--- config.mk ---
export PLATFORM = sky130hd
export DESIGN_NAME = reader_writer_lock_queue
export DESIGN_NICKNAME = d
export VERILOG_FILES = /design/src/rtl/rwlq_pkg.sv /design/src/rtl/reader_writer_lock_queue.sv /design/src/rtl/rwlq_cell.sv
export SDC_FILE = /design/constraint.sdc
export NUM_CORES = 1
export LEC_CHECK = 0
export ABC_AREA = 1
export CORE_MARGIN = 2
export CORE_UTILIZATION = 35
export CTS_CLUSTER_SIZE = 16
export DETAILED_ROUTE_END_ITERATION = 16
export DONT_BUFFER_PORTS = 1
export HOLD_SLACK_MARGIN = 0.03
export PLACE_DENSITY_LB_ADDON = 0.08
export SYNTH_ARGS = -nofsm -noshare
export SYNTH_HDL_FRONTEND = slang
export SYNTH_SLANG_ARGS = --single-unit
--- constraint.sdc ---
create_clock -name clk -period 3.8 [get_ports clk]
set_clock_uncertainty 0.15 [all_clocks]
set_input_delay 0.38 -clock clk [delete_from_list [all_inputs] [get_ports clk]]
set_output_delay 0.38 -clock clk [all_outputs]
set_load 0.02 [all_outputs]
--- src/rtl/rwlq_pkg.sv ---
// package for the reader-writer lock queue
// request codes, outcome codes and cell control types; no dependencies
package rwlq_pkg;
  localparam int QueueDepthDef = 16;
  localparam int IdBitsDef = 6;
  localparam int ResultMax = 16;
  localparam logic [6:0] ReaderMax = 7'd127;

  localparam logic [2:0] REQ_RD = 3'd0;
  localparam logic [2:0] REQ_WR = 3'd1;
  localparam logic [2:0] REQ_TRY_RD = 3'd2;
  localparam logic [2:0] REQ_TRY_WR = 3'd3;
  localparam logic [2:0] REQ_REL_RD = 3'd4;
  localparam logic [2:0] REQ_REL_WR = 3'd5;
  localparam logic [2:0] REQ_CANCEL = 3'd6;

  localparam logic [2:0] OC_GRANTED = 3'd0;
  localparam logic [2:0] OC_QUEUED = 3'd1;
  localparam logic [2:0] OC_REFUSED = 3'd2;
  localparam logic [2:0] OC_WOKEN = 3'd3;
  localparam logic [2:0] OC_CANCELLED = 3'd4;
  localparam logic [2:0] OC_ERROR = 3'd5;
  localparam logic [2:0] OC_RELEASED = 3'd6;

  // control broadcast to every queue cell
  typedef struct packed {
    logic push;   // write into the cell at the tail
    logic shift;  // cells at or above the cut take their upper neighbor
    logic wr_flag;
  } cell_ctl_t;
endpackage

--- src/rtl/reader_writer_lock_queue.sv ---
// reader-writer lock with a fifo of waiting requesters, top level
// depends on rwlq_pkg and rwlq_cell
//
// usage: pulse start with in_req_type / in_requester_id while busy is low;
// the request is taken at that edge and busy rises. Results appear on
// out_target_id / out_outcome / out_last for one cycle each, marked by
// out_valid; out_last flags the final result of a request. The receiver
// cannot stall, so results are never held.
// order: a request is decided in the cycle after its transfer, registered
// into the output register, and passes through the delay-line register
// before it reaches the outputs. busy stays high until the final result
// has left, so the next transfer waits for it; a release that frees
// nobody goes through a serve state before the released answer. A release
// or cancel that wakes queued requesters gives up to 16 results per
// request; each wake takes the queue head cell and shifts the whole cell
// chain down one place. A cancel scans the chain combinationally via
// per-cell match flags and a priority pick.
// reset: synchronous active-low rst_n clears the state, reader count, writer
// flag, queue count, valid and held-last flags; queue cells hold no reset value.
module reader_writer_lock_queue import rwlq_pkg::*; #(
  parameter int QUEUE_DEPTH = QueueDepthDef,
  parameter int ID_BITS = IdBitsDef
) (
  input  logic         clk,
  input  logic         rst_n,
  input  logic         start,
  output logic         busy,
  input  logic [2:0]   in_req_type,
  input  logic [5:0]   in_requester_id,
  output logic         out_valid,
  output logic [5:0]   out_target_id,
  output logic [2:0]   out_outcome,
  output logic         out_last
);
  localparam int QW = $clog2(QUEUE_DEPTH + 1);
  localparam int IW = $clog2(QUEUE_DEPTH);
  localparam int NW = $clog2(ResultMax + 1);

  localparam logic [1:0] ST_IDLE = 2'd0;
  localparam logic [1:0] ST_DO = 2'd1;
  localparam logic [1:0] ST_SERVE = 2'd2;

  logic [1:0]         state_r, state_nxt;
  logic [2:0]         type_r, type_nxt;
  logic [ID_BITS-1:0] id_r, id_nxt;
  logic [QW-1:0]      qcnt_r, qcnt_nxt;
  logic [6:0]         rcnt_r, rcnt_nxt;
  logic               wact_r, wact_nxt;
  logic [NW-1:0]      nres_r, nres_nxt;
  logic               ov_r, ov_nxt, ol_r, ol_nxt;
  logic [5:0]         otid_r, otid_nxt;
  logic [2:0]         ooc_r, ooc_nxt;

  cell_ctl_t          ctl;
  logic [IW-1:0]      cut;
  logic [ID_BITS:0]   entries [QUEUE_DEPTH];
  logic [QUEUE_DEPTH-1:0] match;

  // row of queue cells
  for (genvar g = 0; g < QUEUE_DEPTH; g++) begin : g_cell
    logic [ID_BITS:0] up;
    if (g == QUEUE_DEPTH - 1) begin : g_top
      assign up = entries[g];
    end else begin : g_mid
      assign up = entries[g+1];
    end
    rwlq_cell #(.ID_BITS(ID_BITS)) u_cell (
      .clk(clk), .ctl(ctl),
      .at_tail(qcnt_r == QW'(g)),
      .at_cut(IW'(g) >= cut),
      .push_id(id_r), .up_entry(up), .match_id(id_r),
      .entry(entries[g]), .match(match[g])
    );
  end

  // first valid match for cancel
  logic          hit;
  logic [IW-1:0] hit_pos;
  always_comb begin
    hit = 1'b0;
    hit_pos = '0;
    for (int i = QUEUE_DEPTH - 1; i >= 0; i--) begin
      if (match[i] && (QW'(i) < qcnt_r)) begin
        hit = 1'b1;
        hit_pos = IW'(i);
      end
    end
  end

  logic [ID_BITS:0] head;
  logic             can_wake;
  assign head = entries[0];
  always_comb begin
    if (head[ID_BITS]) can_wake = (rcnt_r == '0) && !wact_r;
    else can_wake = !wact_r && (rcnt_r < ReaderMax);
  end

  // request sequencer
  always_comb begin
    logic rd_ok, wr_ok, full;
    rd_ok = !wact_r && (qcnt_r == '0) && (rcnt_r < ReaderMax);
    wr_ok = (rcnt_r == '0) && !wact_r;
    full = (qcnt_r >= QW'(QUEUE_DEPTH));
    state_nxt = state_r;
    type_nxt = type_r;
    id_nxt = id_r;
    qcnt_nxt = qcnt_r;
    rcnt_nxt = rcnt_r;
    wact_nxt = wact_r;
    nres_nxt = nres_r;
    ov_nxt = 1'b0;
    ol_nxt = 1'b0;
    otid_nxt = otid_r;
    ooc_nxt = ooc_r;
    ctl = '{push: 1'b0, shift: 1'b0, wr_flag: 1'b0};
    cut = '0;
    case (state_r)
      ST_IDLE: begin
        if (start && !busy) begin
          type_nxt = in_req_type;
          id_nxt = in_requester_id[ID_BITS-1:0];
          nres_nxt = '0;
          state_nxt = ST_DO;
        end
      end
      ST_DO: begin
        otid_nxt = 6'(id_r);
        ov_nxt = 1'b1;
        ol_nxt = 1'b1;
        state_nxt = ST_IDLE;
        case (type_r)
          REQ_RD, REQ_WR: begin
            if ((type_r == REQ_RD) ? rd_ok : wr_ok) begin
              if (type_r == REQ_RD) rcnt_nxt = rcnt_r + 7'd1;
              else wact_nxt = 1'b1;
              ooc_nxt = OC_GRANTED;
            end else if (!full) begin
              ctl.push = 1'b1;
              ctl.wr_flag = (type_r == REQ_WR);
              cut = IW'(QUEUE_DEPTH - 1);
              qcnt_nxt = qcnt_r + QW'(1);
              ooc_nxt = OC_QUEUED;
            end else begin
              ooc_nxt = OC_ERROR;
            end
          end
          REQ_TRY_RD: begin
            if (rd_ok) begin
              rcnt_nxt = rcnt_r + 7'd1;
              ooc_nxt = OC_GRANTED;
            end else ooc_nxt = OC_REFUSED;
          end
          REQ_TRY_WR: begin
            if (wr_ok) begin
              wact_nxt = 1'b1;
              ooc_nxt = OC_GRANTED;
            end else ooc_nxt = OC_REFUSED;
          end
          REQ_REL_RD, REQ_REL_WR: begin
            if ((type_r == REQ_REL_RD) ? (rcnt_r == '0) : !wact_r) begin
              ooc_nxt = OC_ERROR;
            end else begin
              if (type_r == REQ_REL_RD) rcnt_nxt = rcnt_r - 7'd1;
              else wact_nxt = 1'b0;
              ov_nxt = 1'b0;
              ol_nxt = 1'b0;
              state_nxt = ST_SERVE;
            end
          end
          REQ_CANCEL: begin
            if (hit) begin
              ctl.shift = 1'b1;
              cut = hit_pos;
              qcnt_nxt = qcnt_r - QW'(1);
              ooc_nxt = OC_CANCELLED;
              ol_nxt = 1'b0;
              nres_nxt = NW'(1);
              state_nxt = ST_SERVE;
            end else ooc_nxt = OC_ERROR;
          end
          default: ooc_nxt = OC_ERROR;
        endcase
      end
      ST_SERVE: begin
        // wake one head entry per cycle
        if ((qcnt_r != '0) && can_wake && (nres_r < NW'(ResultMax))) begin
          ctl.shift = 1'b1;
          cut = '0;
          qcnt_nxt = qcnt_r - QW'(1);
          if (head[ID_BITS]) wact_nxt = 1'b1;
          else rcnt_nxt = rcnt_r + 7'd1;
          nres_nxt = nres_r + NW'(1);
          ov_nxt = 1'b1;
          otid_nxt = 6'(head[ID_BITS-1:0]);
          ooc_nxt = OC_WOKEN;
          ol_nxt = head[ID_BITS] || (qcnt_r == QW'(1)) ||
                   (nres_r == NW'(ResultMax - 1)) || (rcnt_r == ReaderMax - 7'd1) ||
                   (entries[1][ID_BITS]);
          if (ol_nxt) state_nxt = ST_IDLE;
        end else begin
          // nothing more to wake: close the run
          state_nxt = ST_IDLE;
          if (nres_r == '0) begin
            ov_nxt = 1'b1;
            ol_nxt = 1'b1;
            otid_nxt = 6'(id_r);
            ooc_nxt = OC_RELEASED;
          end else begin
            // the cancelled result is still pending in the output register
            ov_nxt = 1'b0;
          end
        end
      end
      default: state_nxt = ST_IDLE;
    endcase
  end

  // registers
  always_ff @(posedge clk) begin
    if (!rst_n) begin
      state_r <= ST_IDLE;
      qcnt_r <= '0;
      rcnt_r <= '0;
      wact_r <= 1'b0;
      ov_r <= 1'b0;
    end else begin
      state_r <= state_nxt;
      qcnt_r <= qcnt_nxt;
      rcnt_r <= rcnt_nxt;
      wact_r <= wact_nxt;
      ov_r <= ov_nxt;
    end
    type_r <= type_nxt;
    id_r <= id_nxt;
    nres_r <= nres_nxt;
    ol_r <= ol_nxt;
    otid_r <= otid_nxt;
    ooc_r <= ooc_nxt;
  end

  // a cancel result whose serve finds nothing needs its last flag
  logic hold_last_r;
  always_ff @(posedge clk) begin
    if (!rst_n) hold_last_r <= 1'b0;
    else hold_last_r <= (state_r == ST_SERVE) && (state_nxt == ST_IDLE) && !ov_nxt &&
                        (nres_r == NW'(1)) && (type_r == REQ_CANCEL);
  end

  // delay line so cancel followed by no wake still ends with last set
  logic pend_r, plast_r;
  logic [5:0] ptid_r;
  logic [2:0] poc_r;
  always_ff @(posedge clk) begin
    if (!rst_n) pend_r <= 1'b0;
    else pend_r <= ov_r;
    plast_r <= ol_r;
    ptid_r <= otid_r;
    poc_r <= ooc_r;
  end

  assign busy = (state_r != ST_IDLE) || pend_r || ov_r;
  assign out_valid = pend_r;
  assign out_target_id = ptid_r;
  assign out_outcome = poc_r;
  assign out_last = plast_r || (hold_last_r && pend_r);

  // checks
  a_qcnt_max: assert property (@(posedge clk) disable iff (!rst_n)
    qcnt_r <= QW'(QUEUE_DEPTH)) else $error("queue count overflow");
  a_excl: assert property (@(posedge clk) disable iff (!rst_n)
    !(wact_r && (rcnt_r != '0))) else $error("reader and writer together");
  a_busy_out: assert property (@(posedge clk) disable iff (!rst_n)
    (start && !busy) |=> busy) else $error("busy not raised on transfer");
endmodule

--- src/rtl/rwlq_cell.sv ---
// one wait queue cell: entry, match flag and shift-down from the upper neighbor
// depends on rwlq_pkg
module rwlq_cell import rwlq_pkg::*; #(
  parameter int ID_BITS = IdBitsDef
) (
  input  logic               clk,
  input  cell_ctl_t          ctl,
  input  logic               at_tail,   // this cell is the tail slot
  input  logic               at_cut,    // this cell is at or above the removal point
  input  logic [ID_BITS-1:0] push_id,
  input  logic [ID_BITS:0]   up_entry,
  input  logic [ID_BITS-1:0] match_id,
  output logic [ID_BITS:0]   entry,
  output logic               match
);
  logic [ID_BITS:0] entry_r, entry_nxt;

  // shift down, or take the pushed entry
  always_comb begin
    entry_nxt = entry_r;
    if (ctl.shift && at_cut) begin
      entry_nxt = up_entry;
    end else if (ctl.push && at_tail) begin
      entry_nxt = {ctl.wr_flag, push_id};
    end
  end

  always_ff @(posedge clk) begin
    entry_r <= entry_nxt;
  end

  assign entry = entry_r;
  assign match = (entry_r[ID_BITS-1:0] == match_id);
endmodule
Word-level counts from Yosys, hierarchy flattened
Cells that the tools add are included.
{"block": "op_classes", "eq_ne": 64, "n_reduce_logical": 105, "bitwise": 1, "add_sub_neg": 5, "magnitude_cmp": 35, "muxes": 140}
{"op": "$mux 7", "count": 37}
{"op": "$eq 6x6->1", "count": 16}
{"op": "$mux 4", "count": 20}
{"op": "$logic_and 1x1->1", "count": 60}
{"op": "$eq 5x4->1 const B", "count": 9}
{"op": "$mux 1", "count": 44}
{"op": "$lt 4x5->1 const A", "count": 8}
{"op": "$mux 5", "count": 8}
{"op": "$ne 3x3->1 const B", "count": 13}
{"op": "$reduce_bool 2->1", "count": 17}
{"op": "$ge 4x4->1 const A", "count": 8}
{"op": "$pmux 7 s3", "count": 1}
{"op": "$eq 5x3->1 const B", "count": 4}
{"op": "$lt 3x5->1 const A", "count": 4}
{"op": "$pmux 5 s2", "count": 2}
{"op": "$reduce_and 9->1", "count": 2}
{"op": "$ge 3x4->1 const A", "count": 4}
{"op": "$mux 3", "count": 5}
{"op": "$pmux 3 s5", "count": 1}
{"op": "$pmux 5 s3", "count": 1}
{"op": "$mux 2", "count": 7}
{"op": "$pmux 7 s2", "count": 1}
{"op": "$mux 6", "count": 2}
{"op": "$pmux 6 s2", "count": 1}
{"op": "other kinds (43)", "count": 75}
{"block": "word_totals", "elab_cells": 382, "regBits": 164}

Depth between registers and ports, before layout
Gate-level depths: netlist of run 1.
{"block": "depth", "ltp_word": 26, "ltp_mapped": 26}

Hierarchy
From an unflattened synthesis of run 1, not the netlist that was laid out.
{"block": "hier_totals", "cells_unflattened": 1266, "hier_area_um2": 10431.3}
{"mod": "rwlq_cell", "cells_per_inst": 45, "n_inst": 16, "seq_area_each_um2": 210.2, "area_per_inst_um2": 414.1}
{"mod": "reader_writer_lock_queue", "cells_per_inst": 546, "n_inst": 1, "seq_area_each_um2": 1271.2, "area_per_inst_um2": 3804.9}

Worst setup path after synthesis of run 1
OpenSTA, ideal clock, no wires.
{"block": "synth_path", "path_type": "reg2reg", "from": "reg id_r[4]", "to": "reg g_cell[8].u_cell.entry_r[0] (enable)", "path_stages_with_launch": 20, "setup_ns": 0.368, "path_slack_ns": 0.818, "t_arrival_ns": 2.464, "path_buffers": 3, "cell_sequence": "edfxtp_1 > buf_4 > buf_6 > xor2_1 > nor2_1 > nand2_1 > nor2_1 > nor2_2 > nand2_1 > nor2_2 > nand2_2 > nand2_2 > o21ai_2 > nand2_4 > inv_4 > nand3_2 > nand2_1 > buf_6 > nand2_4 > o21ai_1"}
{"block": "synth_between", "elab_chain_cells": 24, "elab_cells_between_ends": 73, "cone_classes": "order compare (1); eq/ne (16); mux (38); reduce/logical (18)"}
{"item": "start: declaration", "line_no": "reader_writer_lock_queue.sv:45", "text": "logic [ID_BITS-1:0] id_r, id_nxt;"}
{"item": "start signal: assignment", "line_no": "reader_writer_lock_queue.sv:234", "text": "id_r <= id_nxt;"}
{"item": "$eq 6x6->1", "line_no": "rwlq_cell.sv:33", "text": "assign match = (entry_r[ID_BITS-1:0] == match_id);"}
{"item": "$logic_and 1x1->1", "line_no": "reader_writer_lock_queue.sv:83", "text": "if (match[i] && (QW'(i) < qcnt_r)) begin"}
{"item": "$mux 4 / $mux 1 (equally long branches) (16 in a row)", "line_no": "reader_writer_lock_queue.sv:83"}
{"item": "$mux 4", "line_no": "reader_writer_lock_queue.sv:171", "text": "if (hit) begin"}
{"item": "$pmux 4 s2", "line_no": "reader_writer_lock_queue.sv:131", "text": "case (type_r)"}
{"item": "$mux 4"}
{"item": "$ge 4x4->1", "line_no": "reader_writer_lock_queue.sv:70", "text": ".at_cut(IW'(g) >= cut),"}
{"item": "$logic_and 1x1->1 (*)", "line_no": "rwlq_cell.sv:21", "text": "if (ctl.shift && at_cut) begin"}
{"item": "$reduce_bool 2->1 (no line) (*)"}
{"item": "end signal: assignment", "line_no": "rwlq_cell.sv:29", "text": "entry_r <= entry_nxt;"}
{"item": "end: declaration", "line_no": "rwlq_cell.sv:16", "text": "logic [ID_BITS:0] entry_r, entry_nxt;"}
Mark *: on every way between the ends. The rest lies on a longest branch, timed or not.
A chain may end at the register's enable or synchronous reset.

Worst setup path in the final report of run 1
{"block": "layout_path", "from": "reg id_r[0]", "to": "reg g_cell[3].u_cell.entry_r[5] (enable)"}
{"block": "layout_between", "elab_chain_cells": 24, "elab_cells_between_ends": 73, "cone_classes": "order compare (1); eq/ne (16); mux (38); reduce/logical (18)"}
{"item": "$eq 6x6->1", "line_no": "rwlq_cell.sv:33"}
{"item": "$logic_and 1x1->1", "line_no": "reader_writer_lock_queue.sv:83"}
{"item": "$mux 4 / $mux 1 (equally long branches) (16 in a row)", "line_no": "reader_writer_lock_queue.sv:83"}
{"item": "$mux 4", "line_no": "reader_writer_lock_queue.sv:171"}
{"item": "$pmux 4 s2", "line_no": "reader_writer_lock_queue.sv:131"}
{"item": "$mux 4"}
{"item": "$ge 2x4->1", "line_no": "reader_writer_lock_queue.sv:70"}
{"item": "$logic_and 1x1->1 (*)", "line_no": "rwlq_cell.sv:21"}
{"item": "$reduce_bool 2->1 (no line) (*)"}
{"item": "end signal: assignment", "line_no": "rwlq_cell.sv:29"}
{"item": "end: declaration", "line_no": "rwlq_cell.sv:16"}
Marks and branches as above.

==> run_results.csv, run 1 <==
group,metric,value,unit
timing,final.setup.tns,0,ps
clocking,cts_htree_levels,4,
timing,max_slew_margin,17.43,%
detailed_routing,routedWlPerCell,17.87,um
min_path,hp-class,"primary input to register",
power,finalPower,4.408,mW
cells_and_area,syn_to_final_growth,11.98,%
grt,grt_max_degree,24,
synth,netlist_area,9430,um^2
floorplan,ios,24,
power,powerDensity,417.5,nW/um^2
timing,period_share,90.89,%
detailed_routing,dr.first_iter.drc_count,482,
synth,synth.top_cell.area_share,42.99,%
clocking,cts_tree,"built",
timing,grt_setup_unrepaired,"false",
timing,slew_viol_final,0,
grt,grt_pass1_vias,7295,
grt,antenna_found_initial,2,
grt,grtUsageTotal,19.58,%
synth,synth_edf_count,135,
grt,grt_pass1_wl,41900,um
placement,hpwl,20050,um
detailed_routing,postRouteAntennaNets,0,
grt,use_met3,3.009,%
synth,syn_nets,1146,
clocking,cts.sinks,164,
placement,portBuffers,0,
synth,synth_seq_cells,164,
worst_setup_path,startpoint_type,"register",
timing,min_period,3454,ps
detailed_routing,vias,7366,
worst_setup_path,crit_required,3750,ps
worst_setup_path,crit_type,"register to register",
status,run_status,"finished, final reports clean",
synth,ys_warn_count,0,
cells_and_area,mostFrequentLayoutCells,"nand2_1 (293), edfxtp_1 (135), nor2_1 (112)",
placement,gp_congestion,0.8745,
synth,yosys.area.top_type,"edfxtp_1",
timing,worst_slew_pin_slew,1228,ps
clocking,clockBufferDepth,2,
synth,synth_area_leaders,"edfxtp_1 (43%), nand2_1 (12%), dfxtp_1 (6.2%)",
grt,met1_usage,27.81,%
worst_setup_path,end_kind,"register",
detailed_routing,routed_wl,26760,um
grt,top_usage_layer,"met2",
synth,avgSynthCellArea,8.435,um^2
placement,dp_cells,1453,
power,power.switching,1.321,mW
clocking,path_clk_slew,90,ps
worst_setup_path,worst_ep_arrival_time,3410,ps
cells_and_area,fin_cells,1497,
floorplan,core,26730,um^2
cells_and_area,final_area,10560,um^2
synth,yosysSeqAreaShare,49.14,%
worst_setup_path,r2r_setup_slack,350,ps
power,p_comb_share,14.3,%
timing,finalSetupViolations,0,
detailed_routing,vias_per_cell,4.921,
power,clock_power_share,38.7,%
power,internal_power,3.087,mW
synth,ys.flop_type,"edfxtp_1",
power,seqPwrFrac,46.9,%
synth,ys_types,47,
timing,worst_hold_slack,69.83,ps
power,vdd_ir_drop_max,0.0002401,V
clocking,numCtsBuffers,17,
power,switching_share,29.97,%
grt,gr-total-overflow,0,
detailed_routing,drc,0,
timing,hold_viol_final,0,
synth,async_reset_ff_share,0,%
floorplan,start_util,35.29,%
worst_setup_path,worstPathMaxFanout,14,
floorplan,die_area,28270,um^2
flow_run,cap_viol_max_count,0,
cells_and_area,final_common_cell,"nand2_1",
floorplan,die_y,168.1,um
grt,met2_usage,31.48,%
floorplan,rows,60,
placement,place_area,9867,um^2
clocking,worstSkewPairLatency,440,ps
floorplan,die_w,168.1,um
cells_and_area,nNetsFinal,1170,
synth,synth_cells,1118,
cells_and_area,drive_gt1_share,11.77,%
power,power_leakage,4.359,nW
detailed_routing,drt-pass1-iter-count,7,
timing,max_freq,0.2895,GHz
clocking,root_buffer,"clkbuf_16",
==> registers in the layout (all words and copies together), names as in the netlist, 5 cells and up <==
register / cells
g_cell.u_cell.entry: 112
rcnt_r: 7
id_r: 6
otid_r: 6
out_target_id: 6
nres_r: 5
qcnt_r: 5
==> routing by layer <==
layer / vias to the layer above / part of all wire, %
met5: - / 0.041
met2: 131 / 46
met4: 2 / 1.0
li1: 3734 / -
met3: 20 / 3.1
met1: 3479 / 50
==> final timing paths <==
check	startpoint	endpoint	cells after the start
hold reg to reg	ol_r	plast_r	0
setup reg to reg	id_r[0]	g_cell[3].u_cell.entry[5]	17
hold / removal	rst_n	hold_last_r	4
setup / recovery	id_r[0]	g_cell[3].u_cell.entry[5]	17
==> logic make-up after synthesis <==
family	after synthesis	synth area share, %
adders and majority gates	16	2.123
xor gates and xnor gates	64	5.944
and+or+nand+nor	540	24.63
buffers and inverters	165	8.067
AOI/OAI and AO/OA	168	9.978
muxes	1	0.1194
DFF	164	49.14
==> through the flow <==
step / utilization (%) / worst slack, ps
finish: 39.51 / 346.1
global route: 39.51 / 35.83
floorplan: - / 818.3
detailed placement: 36.92 / 198.1
CTS: 39.41 / 172.6
global placement: 36.92 / 138.7
==> layout make-up <==
class | instances | area, um^2
multi-input combinational | 789 | 4046
timing repair buffer | 52 | 427.9
sequential | 164 | 4637
fill | 2748 | 16170
clock inverter | 15 | 141.4
clock buffer | 17 | 425.4
inverter | 118 | 452.9
antenna | 1 | 2.502
tap | 341 | 426.7
==> cell usage after synthesis (2+ instances only) <==
master      n
nand2_1   294
edfxtp_1  135
nor2_1    112
inv_1     102
nand3_1    77
o21ai_0    73
a21oi_1    39
xor2_1     38
dfxtp_1    29
o21ai_1    28
xnor2_1    26
buf_2      20
ha_1       16
nand4_1    16
buf_4      13
nand2_2    13
inv_2      12
buf_6       8
nor2_2      7
o211ai_1    7
o21ai_2     6
clkbuf_1    5
nand3_2     5
nor3_1      5
o31ai_1     4
inv_4       3
or2_2       3
nand2_4     2
nor2_8      2
==> power groups by stage <==
stage	sequential [mW]	combinational [mW]	clock, mW
after floorplan	2.09	0.445	0
after global placement	2.11	0.625	0
after detailed placement	2.11	0.620	0
after CTS	2.07	0.634	1.74
after global routing	2.08	0.711	1.84
final	2.07	0.632	1.71
==> worst max-delay path: stages (launching register included) <==
cell	delay (ps)
edfxtp_1	450
buf_4	240
xor2_1	180
nor2_1	190
nand2_1	80
nor2_1	150
nor2_1	100
nand2_1	90
nor2_2	60
nor2_1	80
nand2_1	90
a21oi_4	280
inv_4	130
nand2_2	110
nor2_4	40
buf_4	180
inv_2	180
o31ai_1	300
==> timing repair <==
item	4_1_cts	5_1_grt
setup endpoints to repair	0	49
hold buffers	10	0
setup buffers	0	1
resized for setup	0	9
hold endpoints to repair	26	0
No activity file was read; power rests on OpenSTA's default activity.
==> run 2: changes to the inputs <==
--- a/config.mk
+++ b/config.mk
@@ -6,6 +6,8 @@
 export NUM_CORES = 1
 export LEC_CHECK = 0
 export ABC_AREA = 1
+export CELL_PAD_IN_SITES_DETAIL_PLACEMENT = 1
+export CELL_PAD_IN_SITES_GLOBAL_PLACEMENT = 1
 export CORE_MARGIN = 2
 export CORE_UTILIZATION = 35
 export CTS_CLUSTER_SIZE = 16
==> run_results.csv, run 2 (synthesis results as in run 1) <==
group,metric,value,unit
grt,gr-total-overflow,0,
worst_setup_path,worstPathMaxFanout,20,
floorplan,rows,60,
grt,grtUsageTotal,22.78,%
cells_and_area,mostFrequentLayoutCells,"nand2_1 (293), edfxtp_1 (135), nor2_1 (112)",
floorplan,start_util,35.29,%
cells_and_area,drive_gt1_share,12.79,%
clocking,numCtsBuffers,17,
clocking,cts_tree,"built",
clocking,root_buffer,"clkbuf_16",
timing,max_freq,0.2850,GHz
cells_and_area,largest_reg_flops,112,
min_path,hp-class,"primary input to register",
cells_and_area,final_common_cell,"nand2_1",
power,p_comb_share,14.8,%
timing,min_period,3508,ps
timing,final.setup.tns,0,ps
grt,grt_pass1_vias,8175,
power,power.switching,1.416,mW
detailed_routing,routed_wl,30830,um
power,vdd_ir_drop_max,0.0002631,V
detailed_routing,vias_per_cell,5.081,
power,switching_share,31.13,%
worst_setup_path,crit_required,3830,ps
timing,worst_hold_slack,65.80,ps
floorplan,ios,24,
clocking,worstSkewPairLatency,440,ps
timing,hold_viol_final,0,
worst_setup_path,worst_ep_arrival_time,3530,ps
clocking,clockBufferDepth,2,
clocking,path_clk_slew,80,ps
timing,worst_slew_pin_slew,1113,ps
cells_and_area,final_util,40.11,%
worst_setup_path,startpoint_type,"register",
floorplan,die_y,168.1,um
floorplan,die_area,28270,um^2
power,power_leakage,4.441,nW
timing,worst_slack,291.6,ps
cells_and_area,syn_to_final_growth,13.67,%
flow_run,cap_viol_max_count,0,
cells_and_area,diodes,0,
floorplan,die_w,168.1,um
clocking,cts.sinks,164,
placement,gp_congestion,0.8219,
detailed_routing,postRouteAntennaNets,0,
detailed_routing,drt-pass1-iter-count,5,
grt,antenna_found_initial,0,
placement,hpwl,23470,um
status,run_status,"finished, final reports clean",
timing,finalSetupViolations,0,
timing,period_share,92.33,%
power,seqPwrFrac,45.5,%
detailed_routing,vias,7652,
timing,slew_viol_final,0,
detailed_routing,drc,0,
power,powerDensity,424.5,nW/um^2
detailed_routing,routedWlPerCell,20.47,um
placement,portBuffers,0,
grt,grt_max_degree,21,
grt,grt_pass1_wl,48560,um
placement,dp_slack,-116.5,ps
floorplan,core,26730,um^2
worst_setup_path,end_kind,"register",
worst_setup_path,crit_type,"register to register",
detailed_routing,dr.first_iter.drc_count,439,
power,internal_power,3.134,mW
timing,grt_setup_unrepaired,"false",
clocking,cts_htree_levels,4,
timing,max_slew_margin,25.15,%
power,clock_power_share,39.7,%
cells_and_area,nNetsFinal,1180,
==> run 2: layout make-up <==
cell class,count,area (um^2)
fillers,3160,16010
flip-flops and latches,164,4637
multi-input cells,789,4069
repair buffers,62,531.8
inverters,118,450.4
well taps,341,426.7
clock buffers,17,425.4
clock inverters,15,178.9
==> run 2: power groups by stage <==
stage / clock, mW / combinational (mW) / sequential [mW]
2_1_floorplan: 0 / 0.445 / 2.09
3_3_place_gp: 0 / 0.654 / 2.11
3_5_place_dp: 0 / 0.659 / 2.11
4_1_cts: 1.85 / 0.677 / 2.07
5_1_grt: 1.91 / 0.749 / 2.08
6_report: 1.81 / 0.672 / 2.07
==> run 2: what timing repair did <==
action                                 CTS  global route
cloned                                   0             0
setup endpoints to repair               24            79
resized for setup                        3             9
hold buffers                            10             0
endpoints found under the hold margin   26             0
pin swaps                                1             1
buffers inserted                         1             1
==> run 2: metrics by stage <==
step	power, mW	instance area, um^2	cells
4_1_cts	4.595	10680	1505
5_1_grt	4.739	10720	1506
6_report	4.550	10720	1506
3_5_place_dp	2.772	9960	1462
3_3_place_gp	2.767	9960	1462
2_1_floorplan	2.534	9430	1118
==> run 2: critical path, stage by stage, from the launching register on <==
cell and delay (ps):
dfxtp_1 350, buf_4 150, nand2_1 130, nand2_1 240, inv_1 70, nor2_1 120, nand2_1 70, nor2_1 250
nor2_1 150, nand2_1 100, nor2_2 60, nor2_1 90, nand2_1 100, a21oi_4 280, inv_4 130, o21ai_4 250
buf_6 220, nand2_1 180, nand2_1 100, nand2_1 50
==> run 2: worst paths after layout <==
path | startpoint | end | slack, ps | cells after the start
max | qcnt_r[2] | g_cell[12].u_cell.entry[6] | 290 | 19
min | rst_n | hold_last_r | 70 | 4
max reg2reg | qcnt_r[2] | g_cell[12].u_cell.entry[6] | 290 | 19
min reg2reg | ol_r | plast_r | 190 | 0
==> run 2: metal layers <==
layer / global-route usage, % / up-vias / share of wire, %
met1: 29.92 / 3749 / 47
met2: 39.71 / 113 / 49
li1: - / 3753 / -
met3: 2.539 / 37 / 2.0
met5: 0 / - / 0
met4: 6.784 / 0 / 2.0
